==> src/rtl/core/ctp_pkg.sv <==
// ============================================================================
// ctp_pkg: shared types, constants and helpers of the chunky-to-planar packer
// Layout codes, depth limits and the control bundle to the output drain.
// ============================================================================
package ctp_pkg;

    // pixel depth limit and group geometry
    localparam int MAX_BITS_PER_PIXEL = 8;
    localparam int PIXELS_PER_GROUP   = 16;
    localparam int WORD_W             = PIXELS_PER_GROUP;
    localparam int BYTE_W             = 8;
    localparam int BUF_BYTES          = 2 * MAX_BITS_PER_PIXEL;
    localparam int BUF_W              = BUF_BYTES * BYTE_W;
    localparam int CNT_W              = $clog2(BUF_BYTES + 1);
    localparam int POS_W              = $clog2(PIXELS_PER_GROUP);

    // configuration register indexes
    localparam logic REG_BITS_PER_PIXEL = 1'b0;
    localparam logic REG_LAYOUT_MODE    = 1'b1;

    // layout codes (code 3 acts as one byte per pixel)
    localparam logic [1:0] MODE_PLANAR = 2'd0;
    localparam logic [1:0] MODE_CHUNKY = 2'd1;
    localparam logic [1:0] MODE_PACKED = 2'd2;

    localparam logic [3:0] BPP_RESET  = 4'd4;
    localparam logic [1:0] MODE_RESET = MODE_PLANAR;

    // load request from the packer to the drain buffer
    typedef struct packed {
        logic             load;
        logic [CNT_W-1:0] count;
    } t_drain_ctrl;

    // register depth code to effective depth, 1..MAX_BITS_PER_PIXEL
    function automatic logic [3:0] clamp_depth(input logic [3:0] bpp);
        logic [3:0] d;
        d = bpp;
        if (d == 4'd0) begin
            d = 4'd1;
        end
        if (d > 4'(MAX_BITS_PER_PIXEL)) begin
            d = 4'(MAX_BITS_PER_PIXEL);
        end
        return d;
    endfunction

    // low-bit mask for a depth of 1..8
    function automatic logic [BYTE_W-1:0] depth_mask(input logic [3:0] d);
        logic [BYTE_W:0] m;
        m = (9'd1 << d) - 9'd1;
        return m[BYTE_W-1:0];
    endfunction

    // indexes held in one packed byte: floor(8 / depth)
    function automatic logic [3:0] per_byte(input logic [3:0] d);
        logic [3:0] n;
        case (d)
            4'd1:    n = 4'd8;
            4'd2:    n = 4'd4;
            4'd3:    n = 4'd2;
            4'd4:    n = 4'd2;
            default: n = 4'd1;
        endcase
        return n;
    endfunction

endpackage

==> src/rtl/core/ctp_drain.sv <==
// ============================================================================
// ctp_drain: byte drain buffer with output register
// Holds up to sixteen result bytes, shifts one byte per cycle into the
// output register unless the sink stalls; the final byte of a load gets tlast.
// ============================================================================
module ctp_drain (
    input  logic                          i_clk,
    input  logic                          i_rst_n,
    input  ctp_pkg::t_drain_ctrl          i_ctrl,
    input  logic [ctp_pkg::BUF_W-1:0]     i_bytes,   // byte k at bits 8k+7:8k
    output logic                          o_free,
    output logic                          o_m_tvalid,
    input  logic                          i_m_tready,
    output logic [7:0]                    o_m_tdata, // [7:0] out_byte
    output logic                          o_m_tlast  // last_of_run
);

    logic [ctp_pkg::BUF_W-1:0] r_buf;
    logic [ctp_pkg::CNT_W-1:0] r_cnt;
    logic                      r_valid;
    logic [7:0]                r_byte;
    logic                      r_last;
    logic                      w_out_load;
    logic                      w_step;

    // output register can take a byte when empty or being taken
    assign w_out_load = !r_valid || i_m_tready;
    assign w_step     = w_out_load && (r_cnt != '0);
    assign o_free     = (r_cnt == '0) || ((r_cnt == ctp_pkg::CNT_W'(1)) && w_out_load);

    // control: byte count and output valid
    always_ff @(posedge i_clk) begin
        if (!i_rst_n) begin
            r_cnt   <= '0;
            r_valid <= 1'b0;
        end else begin
            if (w_out_load) begin
                r_valid <= (r_cnt != '0);
            end
            if (i_ctrl.load) begin
                r_cnt <= i_ctrl.count;
            end else if (w_step) begin
                r_cnt <= r_cnt - ctp_pkg::CNT_W'(1);
            end
        end
    end

    // payload: byte shift line and output register
    always_ff @(posedge i_clk) begin
        if (w_step) begin
            r_byte <= r_buf[7:0];
            r_last <= (r_cnt == ctp_pkg::CNT_W'(1));
        end
        if (i_ctrl.load) begin
            r_buf <= i_bytes;
        end else if (w_step) begin
            r_buf <= {8'd0, r_buf[ctp_pkg::BUF_W-1:8]};
        end
    end

    assign o_m_tvalid = r_valid;
    assign o_m_tdata  = r_byte;
    assign o_m_tlast  = r_last;

`ifndef SYNTHESIS
    // a load never lands on bytes still waiting
    a_load_free : assert property (@(posedge i_clk) disable iff (!i_rst_n)
        i_ctrl.load |-> o_free)
        else $error("drain loaded while busy");

    // count stays within the buffer
    a_cnt_range : assert property (@(posedge i_clk) disable iff (!i_rst_n)
        r_cnt <= ctp_pkg::CNT_W'(ctp_pkg::BUF_BYTES))
        else $error("drain count out of range");

    // a load of a nonzero count leaves bytes pending
    a_load_pend : assert property (@(posedge i_clk) disable iff (!i_rst_n)
        (i_ctrl.load && (i_ctrl.count != '0)) |=> (r_cnt != '0))
        else $error("drain load lost");
`endif

endmodule

==> src/rtl/core/chunky_to_planar_packer_unit.sv <==
// ============================================================================
// chunky_to_planar_packer_unit: palette index stream to bitmap byte stream
// Takes one pixel index per transaction and emits bytes in planar (sixteen-
// pixel bitplane words, planes 0 up, high byte first), chunky (one byte per
// pixel) or packed (floor(8/depth) indices per byte, first pixel highest)
// layout; layout code 3 acts as chunky. A pixel is taken every cycle unless
// stalled; bitplane bits shift serially into eight 16-bit plane registers,
// one bit per plane per pixel. Results go through a sixteen-byte drain that
// emits one byte per cycle while the sink is ready; the input stalls only
// when a pixel that produces output arrives while the drain still holds more
// than its final byte, or holds that final byte while the output register
// waits on the sink, so at full depth a planar group of 16 pixels and its 16
// bytes balance. Any configuration write drops a partly built group or byte.
// ============================================================================
module chunky_to_planar_packer_unit (
    input  logic       i_clk,
    input  logic       i_rst_n,
    // pixel input
    input  logic       i_s_tvalid,
    output logic       o_s_tready,
    input  logic [7:0] i_s_tdata,   // [7:0] pixel_index
    // byte output
    output logic       o_m_tvalid,
    input  logic       i_m_tready,
    output logic [7:0] o_m_tdata,   // [7:0] out_byte
    output logic       o_m_tlast,   // last_of_run
    // configuration writes
    input  logic       i_cfg_valid,
    output logic       o_cfg_ready,
    input  logic       i_cfg_addr,
    input  logic [3:0] i_cfg_data
);

    logic [3:0]                 r_bpp;
    logic [1:0]                 r_mode;
    logic [ctp_pkg::WORD_W-1:0] r_plane [ctp_pkg::MAX_BITS_PER_PIXEL];
    logic [ctp_pkg::POS_W-1:0]  r_pos;
    logic [7:0]                 r_acc;

    logic [3:0]                 w_depth;
    logic [7:0]                 w_idx;
    logic                       w_planar;
    logic                       w_packed;
    logic [ctp_pkg::POS_W-1:0]  w_pos_inc;
    logic                       w_emit;
    logic                       w_accept;
    logic                       w_cfg_wr;
    logic                       w_free;
    logic [7:0]                 n_acc;
    logic [ctp_pkg::WORD_W-1:0] n_plane [ctp_pkg::MAX_BITS_PER_PIXEL];
    logic [ctp_pkg::BUF_W-1:0]  w_bytes;
    ctp_pkg::t_drain_ctrl       w_ctrl;

    assign o_cfg_ready = 1'b1;
    assign w_cfg_wr    = i_cfg_valid;

    // depth, masked index, layout decode
    assign w_depth   = ctp_pkg::clamp_depth(r_bpp);
    assign w_idx     = i_s_tdata & ctp_pkg::depth_mask(w_depth);
    assign w_planar  = (r_mode == ctp_pkg::MODE_PLANAR);
    assign w_packed  = (r_mode == ctp_pkg::MODE_PACKED);
    assign w_pos_inc = r_pos + ctp_pkg::POS_W'(1);

    // whether the next pixel produces output (state only, not data)
    always_comb begin
        if (w_planar) begin
            w_emit = (r_pos == ctp_pkg::POS_W'(ctp_pkg::PIXELS_PER_GROUP - 1));
        end else if (w_packed) begin
            w_emit = (w_pos_inc >= ctp_pkg::per_byte(w_depth));
        end else begin
            w_emit = 1'b1;
        end
    end

    assign o_s_tready = !w_emit || w_free;
    assign w_accept   = i_s_tvalid && o_s_tready;

    // next plane words: one bit shifts into each plane
    always_comb begin
        for (int j = 0; j < ctp_pkg::MAX_BITS_PER_PIXEL; j++) begin
            n_plane[j] = {r_plane[j][ctp_pkg::WORD_W-2:0], w_idx[j]};
        end
    end

    // next packed byte
    assign n_acc = (r_acc << w_depth) | w_idx;

    // drain contents and count for this pixel
    always_comb begin
        w_bytes = '0;
        w_ctrl.load  = w_accept && w_emit;
        w_ctrl.count = ctp_pkg::CNT_W'(1);
        if (w_planar) begin
            for (int j = 0; j < ctp_pkg::MAX_BITS_PER_PIXEL; j++) begin
                w_bytes[16*j +: 8]     = n_plane[j][15:8];
                w_bytes[16*j + 8 +: 8] = n_plane[j][7:0];
            end
            w_ctrl.count = ctp_pkg::CNT_W'({w_depth, 1'b0});
        end else if (w_packed) begin
            w_bytes[7:0] = n_acc;
        end else begin
            w_bytes[7:0] = w_idx;
        end
    end

    // configuration registers and group state
    always_ff @(posedge i_clk) begin
        if (!i_rst_n) begin
            r_bpp  <= ctp_pkg::BPP_RESET;
            r_mode <= ctp_pkg::MODE_RESET;
            r_pos  <= '0;
            r_acc  <= '0;
            for (int j = 0; j < ctp_pkg::MAX_BITS_PER_PIXEL; j++) begin
                r_plane[j] <= '0;
            end
        end else if (w_cfg_wr) begin
            if (i_cfg_addr == ctp_pkg::REG_BITS_PER_PIXEL) begin
                r_bpp <= i_cfg_data;
            end else begin
                r_mode <= i_cfg_data[1:0];
            end
            r_pos <= '0;
            r_acc <= '0;
            for (int j = 0; j < ctp_pkg::MAX_BITS_PER_PIXEL; j++) begin
                r_plane[j] <= '0;
            end
        end else if (w_accept) begin
            if (w_planar) begin
                r_pos <= w_emit ? '0 : w_pos_inc;
                for (int j = 0; j < ctp_pkg::MAX_BITS_PER_PIXEL; j++) begin
                    r_plane[j] <= w_emit ? '0 : n_plane[j];
                end
            end else if (w_packed) begin
                r_pos <= w_emit ? '0 : w_pos_inc;
                r_acc <= w_emit ? 8'd0 : n_acc;
            end
        end
    end

    ctp_drain u_drain (
        .i_clk      (i_clk),
        .i_rst_n    (i_rst_n),
        .i_ctrl     (w_ctrl),
        .i_bytes    (w_bytes),
        .o_free     (w_free),
        .o_m_tvalid (o_m_tvalid),
        .i_m_tready (i_m_tready),
        .o_m_tdata  (o_m_tdata),
        .o_m_tlast  (o_m_tlast)
    );

`ifndef SYNTHESIS
    // packed position never reaches a full byte of indices
    a_packed_pos : assert property (@(posedge i_clk) disable iff (!i_rst_n)
        w_packed |-> (r_pos < ctp_pkg::POS_W'(ctp_pkg::BYTE_W)))
        else $error("packed position overrun");

    // a finished planar group restarts at position zero
    a_group_clear : assert property (@(posedge i_clk) disable iff (!i_rst_n)
        (w_accept && w_planar && w_emit && !w_cfg_wr) |=> (r_pos == '0))
        else $error("planar group not restarted");

    // an output transaction holds while the sink stalls
    a_out_hold : assert property (@(posedge i_clk) disable iff (!i_rst_n)
        (o_m_tvalid && !i_m_tready) |=>
            (o_m_tvalid && $stable(o_m_tdata) && $stable(o_m_tlast)))
        else $error("output changed while stalled");
`endif

endmodule

==> config.mk <==
export PLATFORM = sky130hd
export DESIGN_NAME = chunky_to_planar_packer_unit
export DESIGN_NICKNAME = d
export VERILOG_FILES = /design/src/rtl/core/ctp_pkg.sv /design/src/rtl/core/ctp_drain.sv /design/src/rtl/core/chunky_to_planar_packer_unit.sv
export SDC_FILE = /design/constraint.sdc
export NUM_CORES = 1
export LEC_CHECK = 0
export ABC_CLOCK_PERIOD_IN_PS = 5900
export BUFFER_PORTS_ARGS = -buffer_cell sky130_fd_sc_hd__clkbuf_2
export CAP_MARGIN = 20
export CORE_MARGIN = 2
export CORE_UTILIZATION = 55
export DETAILED_ROUTE_END_ITERATION = 7
export PLACE_DENSITY_LB_ADDON = 0.3
export SYNTH_ARGS = -nofsm -noshare
export SYNTH_HDL_FRONTEND = slang
export SYNTH_SLANG_ARGS = --single-unit
export TNS_END_PERCENT = 10
==> constraint.sdc <==
create_clock -name i_clk -period 5.9 [get_ports i_clk]
set_input_delay 0.295 -clock i_clk [delete_from_list [all_inputs] [get_ports i_clk]]
set_output_delay 0.295 -clock i_clk [all_outputs]
set_load 0.05 [all_outputs]
==> run metrics <==
Ports 30; RSZ-0062 raised after global routing no; Layout Nets roughly 1,100; die area 0.02346 mm²; Iter 0 DRT Violations 993; Clock Skews 0.01057 ns; max layer used met4; syn_area_per_cell 11.69 µm²; die height 153.2 µm; worst setup margin 1.273 ns; max-cap viol count 0; Initial Util 56.07%; Syn-to-layout area delta 10.72%; DRT Pass-1 Iters 5; cts hold-fix bufs 5; total length of routed met2 wires 11,970 µm; Cell Area, Synth 0.01224 mm²; Remaining DRCs 0; Post-Route WL about 26,000 µm; Seq cells post-synth 280; post-DP HPWL between 10,000 and 15,000 µm; first-pass GRT wire length ~42,000 µm; Yosys warning count 0; filler instances ~1,700; placeable core region ~0.022 mm²; crit path max fanout 49; Max clock buf depth 3; Primary FF master, synth edfxtp_1; Die X 153.2 µm; outcome finished, final reports clean; total grt overflow 0; Slew HR 31.39%; DR vias just over 8,000; FP Rows 54; Clock Pin Slew Worst Setup and Hold Paths roughly 0.06 ns; P_leak 5.273 nW; routed wl met3 1375 µm; clock sink total 280; worst vdd ir approximately 290 µV; Total Negative Setup Slacks 0 ns; CTS root buffer clkbuf_16; Critical Path Source Type flop; drt wl/cell 19.27 µm; post-synthesis sequential area ratio 65.60%; Vias/cell approximately 6.1; CTS buffer count 28; fin crit share 78.43%; M1 wire length 11,960 µm; multi-input logic area 0.003794 mm²; crit path DAT 4.84 ns; Worst-Skew Late Latency about 0.54 ns; Yosys cell types 65; Pwr Density between 400 and 500 mW/mm²; antenna viol nets, final 0; WP data required around 6.1 ns; initial antenna violation count 1; HP Class in2reg; total setup buffers inserted after CTS 0; cells after synthesis 1,047; Async S/R FF share, synth 0%; CTS tree built; # H-tree levels 1; post-CTS resize count 0; crit path capture type flop; Fmax achieved between 0.2 and 0.25 GHz; antenna diode count 0; Tmin final 4.627 ns; buffers added on ports 28; Finish-stage setup viols 0; Routability Congestion 0.8489; Finished Core Util 62.08%; Slew @ Worst Pin 1.029 ns; Reg area 0.008028 mm²; EDFF count, synth 242; max-slew violation count 0; share of cells above drive strength 1 10.20%; final hold violation count 0; largest net degree at the start of global routing 110; crit path kind reg2reg; vias in the first global route ~8,000; dpl ws approximately 1.3 ns; GRT Resource Usage Total between 20 and 25%
worst max-delay path, stage by stage, from the launching register on:
cell	delay [ns]
dfxtp_1	0.74
or3b_2	0.55
or2_2	0.31
ha_1	0.27
o21ai_0	0.07
o21ai_1	0.37
and4_1	0.66
nand2_4	0.31
nand2b_4	0.61
buf_12	0.36
per-layer routing:
metal,vias to the layer above,GRT usage (%)
met5,-,0
met4,0,5.291
met3,42,2.750
met2,237,34.25
met1,4011,32.92
li1,3848,-
cells by family (layout without fill, tap and decap cells):
| kind of cell | count (synthesis) | count (layout) | share of synthesized area, % |
|---|---|---|---|
| flip-flops | 280 | 280 | 65.60 |
| AND/OR/NAND/NOR | 334 | 334 | 13.70 |
| adder cells (fa/ha/maj) | 8 | 8 | 0.8180 |
| other | 1 | 2 | 0.03065 |
| XOR/XNOR | 5 | 5 | 0.3579 |
| buffers and inverters | 100 | 111 | 3.671 |
| AO/OA/AOI/OAI | 303 | 303 | 14.16 |
| multiplexers | 16 | 16 | 1.656 |
registers in the layout, indices dropped and copies added, names as in the netlist:
name	cells
u_drain.r_buf	128
r_plane	120
u_drain.o_m_tdata	8
r_acc	7
u_drain.r_cnt	5
r_bpp	4
r_pos	4
r_mode	2
u_drain.o_m_tlast	1
u_drain.o_m_tvalid	1
final timing paths:
kind | from | endpoint | slack, ns | depth (start not counted)
hold / removal | i_s_tdata[0] | r_acc[0] | 0.07 | 2
hold reg to reg | u_drain.r_buf[5] | u_drain.o_m_tdata[5] | 0.42 | 0
setup reg to reg | r_bpp[1] | u_drain.r_buf[86] | 1.27 | 9
setup / recovery | r_bpp[1] | u_drain.r_buf[86] | 1.27 | 9
cell usage after synthesis (all sizes together) (5+ instances only):
library cell	count	area, µm²
buf	23	152.7
mux2i	6	60.06
nand3	8	40.04
a22o	22	192.7
inv	9	33.78
clkbuf	68	262.8
mux2	10	142.6
nand2b	10	62.56
ha	8	100.1
and3	107	669.4
nor3	9	45.04
o2bb2ai	5	43.79
dfxtp	38	760.7
nor2	29	108.9
edfxtp	242	7267
a21oi	19	102.6
o21ai	225	1126
nor2b	9	56.30
nand2	140	533.0
final cells by class:
class	instances	share of cell area, %
Sequential cell	280	59.25
Multi-Input combinational cell	668	28.00
Clock buffer	32	5.440
Timing Repair Buffer	51	3.085
Tap cell	280	2.586
Clock inverter	19	1.385
Inverter	9	0.2494
where the power goes:
part	total, W	leakage (nW)	internal (W)	switching, W
sequential	0.00323	2.88	0.00305	0.000181
clock	0.00180	0.454	0.00106	0.000740
combinational	0.00127	1.94	0.000378	0.000895
stage by stage:
step	power, W	cell area [µm²]	hold WS, ns	std cells
5_1_grt	0.006611	13550	0.07657	1339
3_3_place_gp	0.004471	12480	0.4028	1279
4_1_cts	0.006335	13530	0.03544	1338
6_report	0.006303	13550	0.07242	1339
3_5_place_dp	0.004532	12560	0.4066	1282
2_1_floorplan	0.004187	12240	0.3668	1048
layout by cell type, fill, tap and decap left out, drive strengths merged, types with 8 or more instances in the layout:
cell type / n
a21oi: 19
and3: 107
a22o: 22
nand3: 8
nor2: 29
clkbuf: 60
inv: 8
dfxtp: 38
nand2b: 10
o21ai: 225
buf: 18
mux2: 10
nand2: 140
nor3: 9
clkinv: 15
edfxtp: 242
ha: 8
nor2b: 9
No activity file was read; power rests on OpenSTA's default activity.
